**src/hdl/ght_pkg.sv**
```systemverilog
// shared types and constants of the generational handle table
`default_nettype none

package ght_pkg;

	// table geometry and field widths
	localparam int ENTRIES = 256;
	localparam int IDX_W   = 8;
	localparam int CNT_W   = 9;
	localparam int KEY_W   = 16;
	localparam int DATA_W  = 32;

	// request opcodes
	typedef enum logic [1:0] {
		CMD_ALLOC = 2'd0,
		CMD_FREE  = 2'd1,
		CMD_GET   = 2'd2,
		CMD_FIND  = 2'd3
	} ght_cmd_t;

	// response status codes
	typedef enum logic [1:0] {
		ST_OK   = 2'd0,
		ST_MISS = 2'd1,
		ST_FULL = 2'd2,
		ST_END  = 2'd3
	} ght_status_t;

	// request beat
	typedef struct packed {
		logic [1:0]        command;
		logic [IDX_W-1:0]  handle_index;
		logic [KEY_W-1:0]  handle_key;
		logic [DATA_W-1:0] payload;
	} req_beat_t;

	// response beat
	typedef struct packed {
		logic [CNT_W-1:0]  out_index;
		logic [KEY_W-1:0]  out_key;
		logic [DATA_W-1:0] out_payload;
		logic [1:0]        status;
		logic [CNT_W-1:0]  live_count;
	} rsp_beat_t;

	// one slot memory word
	typedef struct packed {
		logic              is_free;
		logic [KEY_W-1:0]  key;
		logic [IDX_W-1:0]  next_free;
		logic [DATA_W-1:0] payload;
	} slot_t;

	// controller states
	typedef enum logic {
		FSM_IDLE = 1'b0,
		FSM_EXEC = 1'b1
	} ght_fsm_t;

	// controller to datapath commands
	typedef struct packed {
		logic accept;
		logic step;
		logic finish;
	} ctl_cmd_t;

	// datapath to controller status
	typedef struct packed {
		logic scan_step;
	} dp_stat_t;

endpackage

`default_nettype wire

```
**src/hdl/ght_ctrl.sv**
```systemverilog
// controller state machine of the generational handle table
`default_nettype none

module ght_ctrl
	import ght_pkg::*;
(
	input  wire      clk,
	input  wire      arst_n,
	input  wire      req_valid,
	output logic     req_stall,
	output logic     rsp_valid,
	input  wire      rsp_stall,
	output ctl_cmd_t cmd,
	input  dp_stat_t stat
);

	ght_fsm_t state_q;
	ght_fsm_t state_d;
	logic     rsp_valid_q;

	// state and response valid registers
	always_ff @(posedge clk or negedge arst_n) begin
		if (!arst_n) begin
			state_q     <= FSM_IDLE;
			rsp_valid_q <= 1'b0;
		end else begin
			state_q <= state_d;
			if (cmd.finish) begin
				rsp_valid_q <= 1'b1;
			end else if (!rsp_stall) begin
				rsp_valid_q <= 1'b0;
			end
		end
	end

	// next state and commands
	always_comb begin
		state_d   = state_q;
		cmd       = '0;
		req_stall = 1'b1;
		case (state_q)
			FSM_IDLE: begin
				req_stall = 1'b0;
				if (req_valid) begin
					cmd.accept = 1'b1;
					state_d    = FSM_EXEC;
				end
			end
			FSM_EXEC: begin
				if (stat.scan_step) begin
					cmd.step = 1'b1;
				end else if (!rsp_valid_q || !rsp_stall) begin
					cmd.finish = 1'b1;
					state_d    = FSM_IDLE;
				end
			end
			default: begin
				state_d = FSM_IDLE;
			end
		endcase
	end

	assign rsp_valid = rsp_valid_q;

endmodule

`default_nettype wire

```
**config.mk**
```make
export PLATFORM = sky130hd
export DESIGN_NAME = ght_ctrl
export DESIGN_NICKNAME = d
export VERILOG_FILES = /design/src/hdl/ght_pkg.sv /design/src/hdl/ght_ctrl.sv
export SDC_FILE = /design/constraint.sdc
export NUM_CORES = 1
export LEC_CHECK = 0
export BUFFER_PORTS_ARGS = -buffer_cell sky130_fd_sc_hd__buf_4
export CAP_MARGIN = 40
export CORE_AREA = 2 2 39 41
export DETAILED_ROUTE_END_ITERATION = 10
export DIE_AREA = 0 0 41 43
export GPL_ROUTABILITY_DRIVEN = 1
export PLACE_DENSITY = 0.3
export SYNTH_ARGS = -nofsm -noshare
export SYNTH_HDL_FRONTEND = slang
export SYNTH_SLANG_ARGS = --single-unit
export TNS_END_PERCENT = 30
```
**constraint.sdc**
```tcl
create_clock -name clk -period 1 [get_ports clk]
set_input_delay 0.05 -clock clk [delete_from_list [all_inputs] [get_ports clk]]
set_output_delay 0.05 -clock clk [all_outputs]
set_load 0.02 [all_outputs]
```
# After elaboration in Yosys (flattened, before gate mapping)
# Index checks and enable logic that the tools add are counted.
# op_classes
add_sub_neg	0
mul	0
div_mod_pow	0
order_cmp	0
eq_ne	1
n_shift	0
muxes	12
bitwise_logic	1
n_reduce_logical	3
# op_table
op	n
1-bit 2-to-1 mux	10
1-bit zero test	2
2-bit 2-to-1 mux	1
2-bit by 1-bit inequality test with 1-bit output (second input constant)	1
1-bit case mux with 2 select lines	1
1-bit logical OR	1
1-bit NOT	1
# totals
register_bits	2
latchBits	0
ramBits	0
mem_bits_ro	0
out_inout_bits	5
wordCells	19
mem_count	0

# Depth between registers and ports, before layout
# logic_depth
ltp_word	6
ltp_mapped	2

# Least setup slack after synthesis
# OpenSTA, ideal clock, no wires.
# synth_path
path_kind	register to output
from	reg state_q
to	out cmd[0] in the netlist's numbering
arrival_time_ns	0.938
required_ns	0.950
path_slack_ns	0.012
path_stages_with_launch	3
path_buffers	0
path_cell_list	dfrtp_1 -> nand2b_1 -> a21oi_1
# synth_rtl
element	line_no	source
from (decl)	ght_ctrl.sv:17	ght_fsm_t state_q;
from (signal assigned)	ght_ctrl.sv:27	state_q <= state_d;
to (decl)	ght_ctrl.sv:13	output ctl_cmd_t cmd,

==> impl_metrics.tcl <==
set metrics [dict create \
    yosys_register_bits 2 \
    cts_tree "yes" \
    yosysUniqueCellTypes 7 \
    cp.arrival_ns 0.96 \
    violations "setup timing" \
    n_antenna_cell 0 \
    gp_congestion 0.536 \
    fin_skew_ns 0.000890 \
    crit_path_end_kind "output port" \
    slew_violations 0 \
    fin_area_um2 245 \
    overflow 0 \
    start_kind "register" \
    outcome "complete, but fails checks" \
    die_h_um 43 \
    synth.most_common_cell "a21oi_1" \
    synth_nets 16 \
    ys_async_sr_fraction_pct 100 \
    drc_errors 0 \
    die_x_um 41 \
    nets 33 \
    dr.pass1.iters 4 \
    die_area_um2 1760 \
    irDropWorstVdd_mv 0.502 \
    area_growth_pct 148 \
    clockBufferDepth 2 \
    synth_top_cell_by_area "dfrtp_1" \
    post_drt_wl_per_cell_um 8.55 \
    fmax_ghz 0.994 \
    vias_per_cell 3.05 \
    required_ns 0.95 \
    crit_fanout 5 \
    maxCapViolations 0 \
    synth_warnings 0 \
    syn_avg_cell_area_um2 8.99 \
    io_buffers 9 \
    gr-usage-all-layers_pct 5.12 \
    fin_crit_ns 1.01 \
    cpMaxStageDelayCell "dfrtp_1" \
    cts.sinks 2 \
    ant_nets 0 \
    hold_class "input port to register" \
    grt_max_degree 6 \
    ios 10 \
    drt_iter0_markers 3 \
    rsz0062_at_grt "true" \
    synthesis.instances 11 \
    cts_root_buffer "clkbuf_4" \
    clk_pin_slew_ns 0.03 \
    leakagePower_uw 0.000120 \
    grt_pass1_vias 108 \
    cts_buffers 3 \
    totalWireLength_um 359 \
    fillers 160 \
    synth_area_leaders "dfrtp_1 51%, a21oi_1 15%, and2b_2 8.9%, and2_2 7.6%, nand2_1 7.6%" \
    post-place-ws_ns 0.186 \
    core_area_um2 1380 \
    cpLargestDelayFamily "flip-flops" \
    grt_pass1_wl_um 476 \
    cts_max_level 1 \
    synth.yosys.seq_area_share_pct 50.6 \
    clk_latency_ns 0.22 \
    drive_above_1_share_pct 65.4 \
    synth_edf_count 0 \
    dpl_cell_area_um2 186 \
    synth_flop_cell "dfrtp_1" \
    crit_type "register to output port" \
    row_count 14 \
    tightest_slew_ns 0.161 \
    antenna_found_initial 0 \
    critPathBufInv 1 \
    netlist_top_cells_count "3 x a21oi_1, 2 x dfrtp_1, 2 x nand2_1" \
    fin_crit_sh_pct 101 \
    num_vias 128 \
    setup_ws_ns -0.00640 \
    synthesis.area_um2 98.8 \
    finalHoldViolations 0 \
    pwr_density_cell_nw_per_um2 1850 \
    start_util_pct 7.14 \
    max_slew_margin_pct 89.3 \
    fin_util_pct 17.7 \
    synth_top_area_share_pct 50.6 \
    cpPeakStageDelay_ns 0.37 \
    finalSetupViolations 2 \
    crit_chain "nand2b_1, a21oi_2, buf_6" \
]
-- routing by layer --
metal / routed length [um] / up-vias / track usage, %
li1: - / 66 / -
met1: 178 / 50 / 6.09
met2: 95 / 10 / 2.81
met3: 78 / 2 / 7.33
met4: 6 / 0 / 6.00
met5: 0 / - / 0
-- stage by stage --
step | cells | hold slack (ns) | power (uW) | setup TNS (ns)
after detailed placement | 36 | -0.162 | 250 | 0
after global placement | 36 | -0.163 | 249 | 0
after CTS | 42 | 0.0409 | 454 | -0.0239
after floorplan | 11 | -0.246 | 180 | 0
after global routing | 42 | 0.0778 | 485 | -0.168
final | 42 | 0.0520 | 455 | -0.00805
-- flip-flops by register name, summed over array words and instances, names as in the netlist --
signal,flops
rsp_valid,1
state_q,1
-- cells in the final DEF (no fill, tap or decap) --
| cell | instances |
|---|---|
| a21oi_1 | 2 |
| and2_2 | 1 |
| dlygate4sd3_1 | 1 |
| nand2_1 | 2 |
| clkbuf_4 | 3 |
| nand2b_1 | 1 |
| dfrtp_1 | 2 |
| buf_4 | 9 |
| a21oi_2 | 1 |
| nor2_1 | 1 |
| buf_6 | 2 |
| and2b_2 | 1 |
-- final timing paths --
check / cells after the start / slack [ns] / startpoint / to
worst max register to register: 3 / 0.22 / state_q$_DFF_PN0_ / rsp_valid$_DFFE_PN0P_
min in group asynchronous: 2 / 0.15 / arst_n / rsp_valid$_DFFE_PN0P_
max in group asynchronous: 2 / 0.75 / arst_n / state_q$_DFF_PN0_
worst max-delay path: 3 / -0.006 / state_q$_DFF_PN0_ / cmd[0]
worst min-delay path: 3 / 0.05 / rsp_stall / rsp_valid$_DFFE_PN0P_
worst min register to register: 2 / 0.55 / rsp_valid$_DFFE_PN0P_ / rsp_valid$_DFFE_PN0P_
-- where the power goes --
| part | internal (uW) | switching, uW | leakage, uW |
|---|---|---|---|
| clock network | 132 | 40.9 | 0.0000138 |
| logic | 89.5 | 78.6 | 0.0000834 |
| registers | 96.5 | 17.2 | 0.0000228 |
-- timing repair --
item | in CTS | in global routing
setup buffers | 2 | 0
gates resized for setup | 1 | 2
hold buffers | 1 | 0
endpoints found under the hold margin | 2 | 0
endpoints found under the setup margin | 3 | 3
-- cell type report --
type / instances / area, um2 / share of cell area, %
well taps: 16 / 20.0 / 8.16
flip-flops and latches: 2 / 50.0 / 20.4
multi-input cells: 9 / 52.6 / 21.4
repair buffers: 12 / 100 / 40.8
clock buffers: 3 / 22.5 / 9.18
-- worst min-delay path: cells and delay by family --
| family | cells | cell delay (ns) |
|---|---|---|
| buffers and inverters | 1 | 0.10 |
| and+or+nand+nor | 2 | 0.09 |
-- kinds of logic after synthesis --
logic type and share of synthesized area (%):
AND/OR/NAND/NOR 34.2, AO/OA/AOI/OAI 15.2, flip-flops 50.6
(Power assumes the default switching activity.)
